**config.mk**
```make
export PLATFORM = sky130hd
export DESIGN_NAME = two_level_priority_queue_with_mailbox_core
export DESIGN_NICKNAME = d
export VERILOG_FILES = /design/src/hdl/tpq_pkg.sv /design/src/hdl/two_level_priority_queue_with_mailbox_core.sv
export SDC_FILE = /design/constraint.sdc
export NUM_CORES = 1
export LEC_CHECK = 0
export BUFFER_PORTS_ARGS = -buffer_cell sky130_fd_sc_hd__buf_2
export CORE_UTILIZATION = 64
export CTS_CLUSTER_SIZE = 12
export DETAILED_ROUTE_END_ITERATION = 10
export MAX_ROUTING_LAYER = met4
export PLACE_DENSITY = 0.81
export SLEW_MARGIN = 20
export SYNTH_ARGS = -nofsm -noshare
export SYNTH_HDL_FRONTEND = slang
export SYNTH_SLANG_ARGS = --single-unit
```
**constraint.sdc**
```tcl
create_clock -name clk -period 11.1 [get_ports clk]
set_clock_uncertainty 0.15 [all_clocks]
set_input_delay 1.665 -clock clk [delete_from_list [all_inputs] [get_ports clk]]
set_output_delay 1.665 -clock clk [all_outputs]
set_load 0.1 [all_outputs]
```
**src/hdl/tpq_pkg.sv**
```systemverilog
// tpq_pkg: shared types and constants for the two-level priority queue
// holds operation, source and status codes, config register indexes and default sizes
// no dependencies
package tpq_pkg;

    localparam int DEFAULT_NORMAL_DEPTH   = 16;
    localparam int DEFAULT_PRIORITY_DEPTH = 16;
    localparam int DEFAULT_DATA_WIDTH     = 32;

    // configuration register file
    localparam int CFG_WIDTH       = 5;
    localparam int CFG_INDEX_WIDTH = 1;
    localparam logic [CFG_WIDTH-1:0] CAPACITY_RESET = 5'd16;

    typedef enum logic [CFG_INDEX_WIDTH-1:0] {
        REG_NORMAL_CAPACITY   = 1'b0,
        REG_PRIORITY_CAPACITY = 1'b1
    } cfg_reg_t;

    typedef enum logic [1:0] {
        OP_WRITE_NORMAL   = 2'd0,
        OP_WRITE_PRIORITY = 2'd1,
        OP_POST_MAILBOX   = 2'd2,
        OP_READ           = 2'd3
    } op_t;

    typedef enum logic [1:0] {
        SRC_NONE     = 2'd0,
        SRC_MAILBOX  = 2'd1,
        SRC_PRIORITY = 2'd2,
        SRC_NORMAL   = 2'd3
    } source_t;

    typedef enum logic [1:0] {
        STAT_OK      = 2'd0,
        STAT_REFUSED = 2'd1,
        STAT_EMPTY   = 2'd2
    } status_t;

endpackage

```
**src/hdl/two_level_priority_queue_with_mailbox_core.sv**
```systemverilog
// two_level_priority_queue_with_mailbox_core: strict priority message queue
// normal ring fifo, priority ring fifo and a one-word mailbox; uses tpq_pkg
// fifo storage sits in two synchronous single-port-style memories
//
// usage
//   command channel: operation and item_value are taken at a rising edge with
//   start high and busy low. busy is never raised: one command per cycle is
//   taken without a gap, since each command touches at most one memory entry
//   and the pointer/count registers.
//   result channel: exactly one result word per command, shown for one cycle
//   with done high, in the cycle right after the command edge. the fifo read
//   data comes straight out of the memory read register. the receiver cannot
//   stall; results are lost if not sampled in their done cycle.
//   read priority: mailbox first, then priority fifo, then normal fifo.
//   writes to a full fifo or a post to an occupied mailbox are refused.
//   config: cfg_write with cfg_index 0 sets normal capacity, 1 priority
//   capacity; capacity above the fifo depth acts as the depth. write only
//   while idle.
//   reset: pointers, counts, mailbox and capacities (16) cleared at once; the
//   fifo memories are not cleared, an entry is only read after it is written.
module two_level_priority_queue_with_mailbox_core #(
    parameter int NORMAL_DEPTH   = tpq_pkg::DEFAULT_NORMAL_DEPTH,
    parameter int PRIORITY_DEPTH = tpq_pkg::DEFAULT_PRIORITY_DEPTH,
    parameter int DATA_WIDTH     = tpq_pkg::DEFAULT_DATA_WIDTH
) (
    input  logic                                clk,
    input  logic                                rst_n,
    // command channel
    input  logic                                start,
    output logic                                busy,
    input  logic [1:0]                          operation,
    input  logic [DATA_WIDTH-1:0]               item_value,
    // config write port
    input  logic                                cfg_write,
    input  logic [tpq_pkg::CFG_INDEX_WIDTH-1:0] cfg_index,
    input  logic [tpq_pkg::CFG_WIDTH-1:0]       cfg_data,
    // result channel
    output logic                                done,
    output logic [DATA_WIDTH-1:0]               read_value,
    output logic [1:0]                          source,
    output logic [1:0]                          status,
    output logic                                normal_full,
    output logic                                priority_full,
    output logic                                normal_empty,
    output logic                                priority_empty,
    output logic                                mailbox_full
);

    localparam int NPW = (NORMAL_DEPTH > 1) ? $clog2(NORMAL_DEPTH) : 1;
    localparam int PPW = (PRIORITY_DEPTH > 1) ? $clog2(PRIORITY_DEPTH) : 1;
    localparam int NCW = $clog2(NORMAL_DEPTH + 1);
    localparam int PCW = $clog2(PRIORITY_DEPTH + 1);
    localparam int CW  = tpq_pkg::CFG_WIDTH;

    localparam logic [NPW-1:0] N_LAST = NPW'(NORMAL_DEPTH - 1);
    localparam logic [PPW-1:0] P_LAST = PPW'(PRIORITY_DEPTH - 1);
    localparam logic [NCW-1:0] N_DEPTH_C = NCW'(NORMAL_DEPTH);
    localparam logic [PCW-1:0] P_DEPTH_C = PCW'(PRIORITY_DEPTH);

    // fifo memories, no reset
    logic [DATA_WIDTH-1:0] normal_mem   [NORMAL_DEPTH];
    logic [DATA_WIDTH-1:0] priority_mem [PRIORITY_DEPTH];

    // config registers
    logic [CW-1:0] normal_cap_reg;
    logic [CW-1:0] priority_cap_reg;

    // queue control state
    logic [NPW-1:0] normal_head_reg, normal_head_next;
    logic [NPW-1:0] normal_tail_reg, normal_tail_next;
    logic [NCW-1:0] normal_count_reg, normal_count_next;
    logic [PPW-1:0] priority_head_reg, priority_head_next;
    logic [PPW-1:0] priority_tail_reg, priority_tail_next;
    logic [PCW-1:0] priority_count_reg, priority_count_next;
    logic [DATA_WIDTH-1:0] mailbox_value_reg, mailbox_value_next;
    logic                  mailbox_valid_reg, mailbox_valid_next;

    // result stage
    logic                  done_reg;
    tpq_pkg::source_t      source_reg, source_next;
    tpq_pkg::status_t      status_reg, status_next;
    logic                  normal_full_reg, priority_full_reg;
    logic                  normal_empty_reg, priority_empty_reg;
    logic [DATA_WIDTH-1:0] mbox_out_reg;
    logic [DATA_WIDTH-1:0] normal_rdata_reg;
    logic [DATA_WIDTH-1:0] priority_rdata_reg;

    logic            accept;
    tpq_pkg::op_t    op;
    logic            normal_at_cap, priority_at_cap;
    logic            normal_wr_en, priority_wr_en;
    logic            normal_rd_en, priority_rd_en;
    logic            normal_full_next, priority_full_next;

    assign busy   = 1'b0;   // every command is taken in the cycle it appears
    assign accept = start && !busy;
    assign op     = tpq_pkg::op_t'(operation);

    // full test against min(capacity, depth): count >= cap or count >= depth
    function automatic logic at_cap_n(input logic [NCW-1:0] cnt, input logic [CW-1:0] cap);
        logic ge_cap;
        if (NCW >= CW)
            ge_cap = cnt >= NCW'(cap);
        else
            ge_cap = CW'(cnt) >= cap;
        return ge_cap || (cnt >= N_DEPTH_C);
    endfunction

    function automatic logic at_cap_p(input logic [PCW-1:0] cnt, input logic [CW-1:0] cap);
        logic ge_cap;
        if (PCW >= CW)
            ge_cap = cnt >= PCW'(cap);
        else
            ge_cap = CW'(cnt) >= cap;
        return ge_cap || (cnt >= P_DEPTH_C);
    endfunction

    assign normal_at_cap   = at_cap_n(normal_count_reg, normal_cap_reg);
    assign priority_at_cap = at_cap_p(priority_count_reg, priority_cap_reg);

    // command decode and next control state
    always_comb
    begin
        normal_wr_en        = 1'b0;
        priority_wr_en      = 1'b0;
        normal_rd_en        = 1'b0;
        priority_rd_en      = 1'b0;
        normal_head_next    = normal_head_reg;
        normal_tail_next    = normal_tail_reg;
        normal_count_next   = normal_count_reg;
        priority_head_next  = priority_head_reg;
        priority_tail_next  = priority_tail_reg;
        priority_count_next = priority_count_reg;
        mailbox_value_next  = mailbox_value_reg;
        mailbox_valid_next  = mailbox_valid_reg;
        source_next         = tpq_pkg::SRC_NONE;
        status_next         = tpq_pkg::STAT_OK;
        if (accept)
        begin
            case (op)
                tpq_pkg::OP_WRITE_NORMAL:
                begin
                    if (normal_at_cap)
                        status_next = tpq_pkg::STAT_REFUSED;
                    else
                    begin
                        normal_wr_en      = 1'b1;
                        normal_tail_next  = (normal_tail_reg == N_LAST) ? '0
                                            : normal_tail_reg + 1'b1;
                        normal_count_next = normal_count_reg + 1'b1;
                    end
                end
                tpq_pkg::OP_WRITE_PRIORITY:
                begin
                    if (priority_at_cap)
                        status_next = tpq_pkg::STAT_REFUSED;
                    else
                    begin
                        priority_wr_en      = 1'b1;
                        priority_tail_next  = (priority_tail_reg == P_LAST) ? '0
                                              : priority_tail_reg + 1'b1;
                        priority_count_next = priority_count_reg + 1'b1;
                    end
                end
                tpq_pkg::OP_POST_MAILBOX:
                begin
                    if (mailbox_valid_reg)
                        status_next = tpq_pkg::STAT_REFUSED;
                    else
                    begin
                        mailbox_value_next = item_value;
                        mailbox_valid_next = 1'b1;
                    end
                end
                tpq_pkg::OP_READ:
                begin
                    if (mailbox_valid_reg)
                    begin
                        mailbox_valid_next = 1'b0;
                        source_next        = tpq_pkg::SRC_MAILBOX;
                    end
                    else if (priority_count_reg != '0)
                    begin
                        priority_rd_en      = 1'b1;
                        priority_head_next  = (priority_head_reg == P_LAST) ? '0
                                              : priority_head_reg + 1'b1;
                        priority_count_next = priority_count_reg - 1'b1;
                        source_next         = tpq_pkg::SRC_PRIORITY;
                    end
                    else if (normal_count_reg != '0)
                    begin
                        normal_rd_en      = 1'b1;
                        normal_head_next  = (normal_head_reg == N_LAST) ? '0
                                            : normal_head_reg + 1'b1;
                        normal_count_next = normal_count_reg - 1'b1;
                        source_next       = tpq_pkg::SRC_NORMAL;
                    end
                    else
                        status_next = tpq_pkg::STAT_EMPTY;
                end
                default:
                begin
                    status_next = tpq_pkg::STAT_OK;
                end
            endcase
        end
    end

    assign normal_full_next   = at_cap_n(normal_count_next, normal_cap_reg);
    assign priority_full_next = at_cap_p(priority_count_next, priority_cap_reg);

    // normal fifo memory: one write or one registered read per command
    always_ff @(posedge clk)
    begin
        if (normal_wr_en)
            normal_mem[normal_tail_reg] <= item_value;
        if (normal_rd_en)
            normal_rdata_reg <= normal_mem[normal_head_reg];
    end

    // priority fifo memory
    always_ff @(posedge clk)
    begin
        if (priority_wr_en)
            priority_mem[priority_tail_reg] <= item_value;
        if (priority_rd_en)
            priority_rdata_reg <= priority_mem[priority_head_reg];
    end

    // config registers
    always_ff @(posedge clk or negedge rst_n)
    begin
        if (!rst_n)
        begin
            normal_cap_reg   <= tpq_pkg::CAPACITY_RESET;
            priority_cap_reg <= tpq_pkg::CAPACITY_RESET;
        end
        else if (cfg_write)
        begin
            case (tpq_pkg::cfg_reg_t'(cfg_index))
                tpq_pkg::REG_NORMAL_CAPACITY:   normal_cap_reg   <= cfg_data;
                tpq_pkg::REG_PRIORITY_CAPACITY: priority_cap_reg <= cfg_data;
                default:                        normal_cap_reg   <= normal_cap_reg;
            endcase
        end
    end

    // control state and result stage
    always_ff @(posedge clk or negedge rst_n)
    begin
        if (!rst_n)
        begin
            normal_head_reg    <= '0;
            normal_tail_reg    <= '0;
            normal_count_reg   <= '0;
            priority_head_reg  <= '0;
            priority_tail_reg  <= '0;
            priority_count_reg <= '0;
            mailbox_value_reg  <= '0;
            mailbox_valid_reg  <= 1'b0;
            done_reg           <= 1'b0;
            source_reg         <= tpq_pkg::SRC_NONE;
            status_reg         <= tpq_pkg::STAT_OK;
            normal_full_reg    <= 1'b0;
            priority_full_reg  <= 1'b0;
            normal_empty_reg   <= 1'b1;
            priority_empty_reg <= 1'b1;
        end
        else
        begin
            normal_head_reg    <= normal_head_next;
            normal_tail_reg    <= normal_tail_next;
            normal_count_reg   <= normal_count_next;
            priority_head_reg  <= priority_head_next;
            priority_tail_reg  <= priority_tail_next;
            priority_count_reg <= priority_count_next;
            mailbox_value_reg  <= mailbox_value_next;
            mailbox_valid_reg  <= mailbox_valid_next;
            done_reg           <= accept;
            if (accept)
            begin
                source_reg         <= source_next;
                status_reg         <= status_next;
                normal_full_reg    <= normal_full_next;
                priority_full_reg  <= priority_full_next;
                normal_empty_reg   <= (normal_count_next == '0);
                priority_empty_reg <= (priority_count_next == '0);
            end
        end
    end

    // mailbox word handed out on a read, payload only
    always_ff @(posedge clk)
    begin
        if (accept)
            mbox_out_reg <= mailbox_value_reg;
    end

    // pick the word for the result from its source
    always_comb
    begin
        case (source_reg)
            tpq_pkg::SRC_MAILBOX:  read_value = mbox_out_reg;
            tpq_pkg::SRC_PRIORITY: read_value = priority_rdata_reg;
            tpq_pkg::SRC_NORMAL:   read_value = normal_rdata_reg;
            default:               read_value = '0;
        endcase
    end

    assign done           = done_reg;
    assign source         = source_reg;
    assign status         = status_reg;
    assign normal_full    = normal_full_reg;
    assign priority_full  = priority_full_reg;
    assign normal_empty   = normal_empty_reg;
    assign priority_empty = priority_empty_reg;
    assign mailbox_full   = mailbox_valid_reg;

    // checks
    a_one_result_per_command: assert property (@(posedge clk) disable iff (!rst_n)
        accept |=> done)
        else $error("command gave no result word");

    a_counts_in_range: assert property (@(posedge clk) disable iff (!rst_n)
        (normal_count_reg <= N_DEPTH_C) && (priority_count_reg <= P_DEPTH_C))
        else $error("fifo count beyond depth");

    a_empty_pointers_meet: assert property (@(posedge clk) disable iff (!rst_n)
        ((normal_count_reg == '0) |-> (normal_head_reg == normal_tail_reg)) and
        ((priority_count_reg == '0) |-> (priority_head_reg == priority_tail_reg)))
        else $error("empty fifo with pointers apart");

    a_source_means_ok: assert property (@(posedge clk) disable iff (!rst_n)
        (done && (source_reg != tpq_pkg::SRC_NONE)) |-> (status_reg == tpq_pkg::STAT_OK))
        else $error("word returned with a failing status");

    a_mailbox_read_clears: assert property (@(posedge clk) disable iff (!rst_n)
        (done && (source_reg == tpq_pkg::SRC_MAILBOX)) |-> !mailbox_valid_reg)
        else $error("mailbox still full after it was read");

endmodule
```
# Yosys cells after proc, flatten, opt, wreduce, memory -nomap -nowiden
# Memories as Yosys holds them, arrays and structs flattened. A register that Yosys moved wholly into a read port is not among the register bits.
# Cells that the tools add are included.
[classes]
n_addsub = 8
magnitude_cmp = 8
eq_ne = 10
mux = 47
n_bitwise = 5
reduce_logical = 18
[ops]
columns = ["operator", "n"]
rows = [
  ["32-bit one-hot mux with 3 select lines", 1],
  ["5-bit two-way mux", 9],
  ["1-bit two-way mux", 22],
  ["5-bit >= comparator", 4],
  ["5-bit >= comparator (second input constant)", 4],
  ["5-bit one-hot mux with 2 select lines", 2],
  ["4-bit by 1-bit adder with 4-bit output (second input constant)", 4],
  ["4-bit equality test (second input constant)", 4],
  ["4-bit two-way mux", 4],
  ["2-bit two-way mux", 7],
  ["5-bit by 1-bit adder with 5-bit output (second input constant)", 2],
  ["5-bit logical NOT", 2],
  ["5-bit nonzero test", 2],
  ["5-bit by 1-bit subtractor with 5-bit output (second input constant)", 2],
  ["3-bit AND reduction", 3],
  ["2-bit equality test (second input constant)", 4],
  ["2-bit one-hot mux with 4 select lines", 1],
  ["2-bit AND reduction", 3],
  ["1-bit inverter", 5],
  ["5-bit AND reduction", 1],
  ["2-bit by 1-bit equality test with 1-bit output (second input constant)", 2],
  ["1-bit logical OR", 4],
  ["4-bit AND reduction", 1],
  ["2-bit logical NOT", 1],
  ["other kinds (2)", 2],
]
[word_totals]
reg_bits = 110
mem_bits_rw = 1024
input_bits = 44
elab_cells = 116
memories = 2
[mem_list]
columns = ["memory", "words", "word_bits", "rd", "rd_ports_with_merged_regs", "wr", "line_no", "rtl"]
rows = [
  ["normal_mem", 16, 32, 1, 1, 1, "two_level_priority_queue_with_mailbox_core.sv:61", "logic [DATA_WIDTH-1:0] normal_mem [NORMAL_DEPTH];"],
  ["priority_mem", 16, 32, 1, 1, 1, "two_level_priority_queue_with_mailbox_core.sv:62", "logic [DATA_WIDTH-1:0] priority_mem [PRIORITY_DEPTH];"],
]

# Logic depth before layout (Yosys ltp)
# Gate-level depths: netlist of run 1.
[logic_depth]
ltp_word = 8
depth_mapped = 16
mapped_depth_nobuf = 15

# Worst setup path after synthesis of run 1
# Ideal clock, no wire load.
[synth_path]
kind = "input-to-reg"
start = "in start"
end = "mem priority_mem[3][0] (netlist name), enable pin"
setup_ns = 0.461
arrival_ns = 5.026
setup_slack_ns = 5.463
path_stages = 6
path_buffers = 2
cell_sequence = "clkbuf_1 inv_1 clkbuf_1 nor3_2 nand2_1 nor3_1"
[synth_between]
elab_chain_len = 3
[synth_lines]
columns = ["item", "line_no", "rtl"]
rows = [
  ["from (decl)", "two_level_priority_queue_with_mailbox_core.sv:29", "input logic start,"],
  ["1-bit two-way mux", "two_level_priority_queue_with_mailbox_core.sv:138", "if (accept)"],
  ["1-bit two-way mux", "two_level_priority_queue_with_mailbox_core.sv:224", "if (priority_wr_en)"],
  ["1-bit two-way mux (implied by the code)", "two_level_priority_queue_with_mailbox_core.sv:225", "priority_mem[priority_tail_reg] <= item_value;"],
  ["to (decl)", "two_level_priority_queue_with_mailbox_core.sv:62", ""],
]
# Every way passes these cells.

# Worst setup path in the final report of run 1
[layout_path]
start = "in start"
end = "mem priority_mem[0][13] (netlist name), enable pin"
# Same word-level chain as after synthesis.

==> metrics.txt, run 1 <==
status finished, final reports clean; Pre-antenna DRT Iters 6; Root Buffer Master clkbuf_16; Core Footprint 71,600 sq um; final weighted congestion in routability-driven placement 0.905; Synth Warn # 0; CTS Buf Count 115; FP Rows 98; Most Used Layer, Global Route met2; worst-margin pin slew 1.24 ns; max-cap viol count 0; Area contributors post-synth edfxtp_1 (73%), mux4_2 (16%), dfrtp_1 (4.0%); Setup Fix Bufs, Post-CTS 0; Placement Setup Slack 5.26 ns; RR Startpoint normal_count_reg[2]; M3 GR Usage 0.0503; Synth Flop Type edfxtp_1; PD cells 223 nW/um^2; post-layout util 0.723; hold slack roughly 0.29 ns; syn nets 2,127; Tot GR Track Use 0.319; Slew Limit Headroom 0.167; Worst-Skew Late Latency 0.69 ns; Vert. Die Dim 271 um; number of flops mapped to enable cells by yosys 1,120; area leader, netlist edfxtp_1; final hold vios 0; DRT antenna net count 0; first-pass GRT wire length 161 mm; Top-Level Pins 87; hold buffers post-CTS 0; DRT iter0 DRCs 3,870; asr flop ratio synth 0.0651; clock slew at reported path FFs 0.07 ns; WP data required about 11 ns; top cell type's share of synthesized area 0.725; Max H-tree Level 3; largest registers normal_mem: 512 flops, priority_mem: 512 flops; crit-path max FO 53; flops & latches, synth 1,198; most frequent cells in the layout edfxtp_1 (1,120), mux4_2 (320), clkbuf_16 (116); PortBufs 85; largest net degree at the start of global routing 79; Hold WC Path Type reg2reg; CP Capture Type flip-flop; drt wl/cell 36.7 um; distinct cell type count after synthesis 57; Hold Path Origin mailbox_value_reg[20]; clock sinks 1,198; final worst setup slack 5.73 ns; period utilization 0.484; Die ar. 73,600 sq um; Layout area overhead 11.6%; slowest CP cell nor3_2; vias in the first global route 23,100; Worst Path Arrival ~5.5 ns; post-cts resize count 0; share of post-route cells with drive strength above 1 0.317; critical path type in2reg; Starting Density 0.648; final number of setup-violating endpoints 0; Residual DRC 0; grt met1 use 0.427; Tot Pwr 11.6 mW; drt total wl 118 mm; Worst Setup SP start; post-detail-place hpwl roughly 58 mm; global route overflow 0; crit-path cells buf_2 > buf_4 > inv_1 > nor3_2 > nand2_1 > nor3_2 > buf_4; CTS tree built; Via density 7.29; antenna violations before repair 4; RSZ-0062 raised after global routing no; Syn Std Cell Area around 46,000 sq um; via count about 23,000; Final Max Tran Viols 0; CP Launch Type input pin; CP max stage delay 0.98 ns; fin crit period 5.37 ns; sequential cell area fraction in the yosys report 0.767; TNS Setup 0 ns; peak supply drop roughly 0.18 mV; commonest non-fill, non-tap cell in the layout edfxtp_1; M2 GR Usage 0.509; clk buf depth 3; Syn Area/Cell 22.7 sq um; fin nets 2,268; Fmax 0.186 GHz; post-synthesis cell count 2,045; static leakage 16.5 nW; Chip Width 271 um
==> through the flow <==
step | cells | cell area (sq um)
CTS | 3200 | 51400
global route | 3216 | 51800
finish | 3217 | 51800
detailed placement | 3007 | 48100
floorplan | 2045 | 46400
global placement | 3006 | 48100
==> worst max-delay path, delay by kind of cell <==
| kind | cells | cell delay [ns] |
|---|---|---|
| buf+inv | 4 | 1.55 |
| simple gates | 3 | 2.25 |
==> cells by family (layout without fill, tap and decap cells) <==
logic type,after synthesis,count (layout),share of synthesized area
buffers and inverters,137,354,0.0118
flip-flops,1198,1198,0.767
AND/OR/NAND/NOR,150,150,0.0166
AO/OA/AOI/OAI,119,119,0.0190
multiplexers,398,398,0.174
other,1,6,0.0000809
XOR/XNOR,4,4,0.000755
adder cells (fa/ha/maj),38,38,0.0103
==> final cells by class <==
class	instances	area, sq um
flip-flops and latches	1198	35600
fillers	3815	19900
multi-input cells	710	10500
clock buffers	174	3150
well taps	950	1190
repair buffers	135	1030
clock inverters	19	178
inverters	26	97.6
diodes	5	12.5
==> per-layer routing <==
layer / up-vias / part of all wire
met5: - / 0
met4: 0 / 0.038
met3: 283 / 0.10
met2: 2041 / 0.51
met1: 12200 / 0.34
li1: 8901 / -
==> where the power goes <==
| group | internal, mW | switching [mW] | total [mW] |
|---|---|---|---|
| Clock | 1.99 | 1.64 | 3.62 |
| Sequential | 5.18 | 0.334 | 5.52 |
| Combinational | 1.16 | 1.26 | 2.42 |
==> Yosys cell counts (2+ instances only) <==
master / instances
nor4_1: 4
buf_1: 19
a31oi_1: 7
nand2b_1: 8
nor4b_4: 2
nand2_1: 38
nor2_1: 40
mux2_2: 76
edfxtp_1: 1120
or4b_1: 3
buf_2: 23
and2_1: 2
or3_1: 2
a21o_1: 10
nand3_1: 12
clkbuf_1: 68
nor3_1: 20
o311ai_0: 2
nand4_1: 5
a41oi_1: 2
dfstp_2: 4
o31ai_1: 2
nor2b_1: 3
dfrtp_1: 74
o21ai_0: 23
o211ai_1: 4
mux4_2: 320
o41ai_1: 4
a21oi_1: 14
ha_1: 38
a221oi_1: 2
a22o_1: 35
mux2i_1: 2
inv_1: 26
xnor2_1: 4
nor3_2: 3
and3_1: 2
a22oi_1: 3
==> path summary, 6_finish.rpt <==
check                                      end  slack (ns)  cells after the start
min                           mbox_out_reg[20]        0.29                      0
min in group asynchronous    normal_cap_reg[3]        0.75                      1
max in group asynchronous   normal_head_reg[0]        8.77                      2
max reg2reg                  normal_mem[0][11]        6.36                      8
min reg2reg                   mbox_out_reg[20]        0.29                      0
max                        priority_mem[0][13]        5.73                      7
Note: power is estimated with default switching activity, not from simulation.
==> inputs of run 2 (changes only) <==
Settings changed: CORE_UTILIZATION 64 to 56, PLACE_DENSITY 0.81 to 0.75.
Clock period 11.1 ns to 4.8 ns, I/O delays scaled along.
==> run 2 against run 1 <==
Compared with the run above: cell count increased by 5.0%; critical path type is now reg2reg; critical path depth increased by 1; largest cell class unchanged; non-clock buffer count increased by 20; hold slack got worse by 0.15 ns.
==> metrics.txt, run 2 (same netlist as run 1, synthesis figures left out) <==
CP max stage delay 0.61 ns (was 0.98 ns); most frequent cells in the layout edfxtp_1 (1,120), mux4_2 (320), clkbuf_16 (118) (was edfxtp_1 (1,120), mux4_2 (320), clkbuf_16 (116)); largest registers normal_mem: 512 flops, priority_mem: 512 flops (unchanged); Layout area overhead 12.9% (was 11.6%); DRT antenna net count 0 (unchanged); vias in the first global route 22,700 (was 23,100); Core Footprint 82,000 sq um (was 71,600 sq um); commonest non-fill, non-tap cell in the layout edfxtp_1 (unchanged); fin crit period 3.92 ns; Worst Path Arrival 4.13 ns (was 5.54 ns); Starting Density 0.566 (was 0.648); peak supply drop 0.565 mV (was 0.176 mV); Hold WC Path Type in2reg (was reg2reg); WP data required 5.00 ns (was 11.27 ns); Fmax 0.255 GHz; worst-margin pin slew 1.16 ns (was 1.24 ns); CP Capture Type flip-flop (unchanged); PortBufs 85 (unchanged); Chip Width 290 um (was 271 um); drt wl/cell 32.0 um (was 36.7 um); Max H-tree Level 3 (unchanged); FP Rows 105 (was 98); Worst-Skew Late Latency 0.73 ns (was 0.69 ns); period utilization 0.817; Root Buffer Master clkbuf_16 (unchanged); Vert. Die Dim 290 um (was 271 um); Via density 6.54 (was 7.29); Residual DRC 0 (unchanged); DRT iter0 DRCs 2,385 (was 3,870); static leakage 16.7 nW (was 16.5 nW); final hold vios 0 (unchanged); max-cap viol count 0 (unchanged); fin nets 2,291 (was 2,268); most frequent CP cell nand2_1; crit-path max FO 17 (was 53); TNS Setup 0 ns (unchanged); CTS Buf Count 118 (was 115); share of post-route cells with drive strength above 1 0.326 (was 0.317); post-detail-place hpwl 61.6 mm (was 58.4 mm); final worst setup slack 0.877 ns (was 5.73 ns); PD cells 513 nW/um^2 (was 223 nW/um^2); clk buf depth 3 (unchanged); largest net degree at the start of global routing 65 (was 79); via count 22,100 (was 23,400); Die ar. 84,000 sq um (was 73,600 sq um); Setup Fix Bufs, Post-CTS 0 (unchanged); status finished, final reports clean (unchanged); slowest CP cell nor2_4 (was nor3_2); critical path type reg2reg (was in2reg); CP Launch Type flip-flop (was input pin); final number of setup-violating endpoints 0 (unchanged); Pre-antenna DRT Iters 6 (unchanged); drt total wl 108 mm (was 118 mm); Top-Level Pins 87 (unchanged); antenna violations before repair 2 (was 4); CTS tree built (unchanged); clock slew at reported path FFs 0.06 ns (was 0.07 ns); post-cts resize count 0 (unchanged); Tot GR Track Use 0.274 (was 0.319); crit-path cells ha_1 > or3_1 > a311o_1 > nand2_1 > and3_1 > nand2_1 > nor2_4 > buf_4 (was buf_2 > buf_4 > inv_1 > nor3_2 > nand2_1 > nor3_2 > buf_4); R2R Setup Slk 0.88 ns (was 6.36 ns); global route overflow 0 (unchanged); hold buffers post-CTS 1 (was 0); clock sinks 1,198 (unchanged); RSZ-0062 raised after global routing no (unchanged); Placement Setup Slack 0.751 ns (was 5.26 ns); Fill cells 5,267 (was 3,815); first-pass GRT wire length 156 mm (was 161 mm); final weighted congestion in routability-driven placement 0.867 (was 0.905); Final Max Tran Viols 0 (unchanged); Slew Limit Headroom 0.228 (was 0.167)
run 2: changes by cell type in the layout (fill, tap and decap cells not counted), sizes merged:
cell / previous run / this run
clkinv: 15 / 22
dlygate4sd3: 0 / 1
clkinvlp: 0 / 1
buf: 135 / 154
diode: 5 / 2
clkbuf: 174 / 191
run 2: per-stage QoR:
stage          hold slack [ns]  total power [mW]  instances   util  area, sq um
2_1_floorplan            0.269              16.8       2045      -        46400
3_3_place_gp             0.275              18.3       3157  0.594        48700
3_5_place_dp             0.276              18.4       3157  0.594        48700
4_1_cts                  0.121              27.1       3376  0.639        52400
5_1_grt                  0.140              27.8       3379  0.639        52400
6_report                 0.147              26.9       3379  0.639        52400
run 2: critical path: cells and delay by family (launching register included):
kind | cells | cell delay, ns
AOI/OAI and AO/OA | 1 | 0.35
adders and majority gates | 1 | 0.27
buffers and inverters | 1 | 0.39
DFF | 1 | 0.51
and+or+nand+nor | 5 | 1.94
run 2: final timing paths:
check | to | depth (start not counted) | from
min | priority_cap_reg[0] | 2 | cfg_data[0]
min reg2reg | mbox_out_reg[12] | 0 | mailbox_value_reg[12]
max | normal_mem[7][17] | 8 | normal_count_reg[3]
min in group asynchronous | mailbox_value_reg[11] | 2 | rst_n
max reg2reg | normal_mem[7][17] | 8 | normal_count_reg[3]
max in group asynchronous | normal_empty | 3 | rst_n
run 2: metal layers:
| layer | track usage | vias to the layer above | share of wire |
|---|---|---|---|
| li1 | - | 8960 | - |
| met1 | 0.356 | 11800 | 0.38 |
| met2 | 0.427 | 1146 | 0.49 |
| met3 | 0.0617 | 216 | 0.089 |
| met4 | 0.107 | 0 | 0.042 |
| met5 | - | - | 0 |
run 2: area by class of cell:
| type | instances | area (sq um) | area share |
|---|---|---|---|
| clock inverter | 27 | 362 | 0.00690 |
| clock buffer | 191 | 3280 | 0.0626 |
| inverter | 26 | 97.6 | 0.00186 |
| tap | 1070 | 1340 | 0.0256 |
| timing repair buffer | 155 | 1210 | 0.0230 |
| antenna | 2 | 5.00 | 0.0000955 |
| multi-input combinational | 710 | 10500 | 0.200 |
| sequential | 1198 | 35600 | 0.680 |
run 2: where the power goes:
group	leakage, nW	internal [mW]	switching (mW)
Clock	1.74	4.80	3.84
Sequential	11.0	12.0	0.706
Combinational	3.93	2.75	2.78
Total	16.7	19.5	7.33
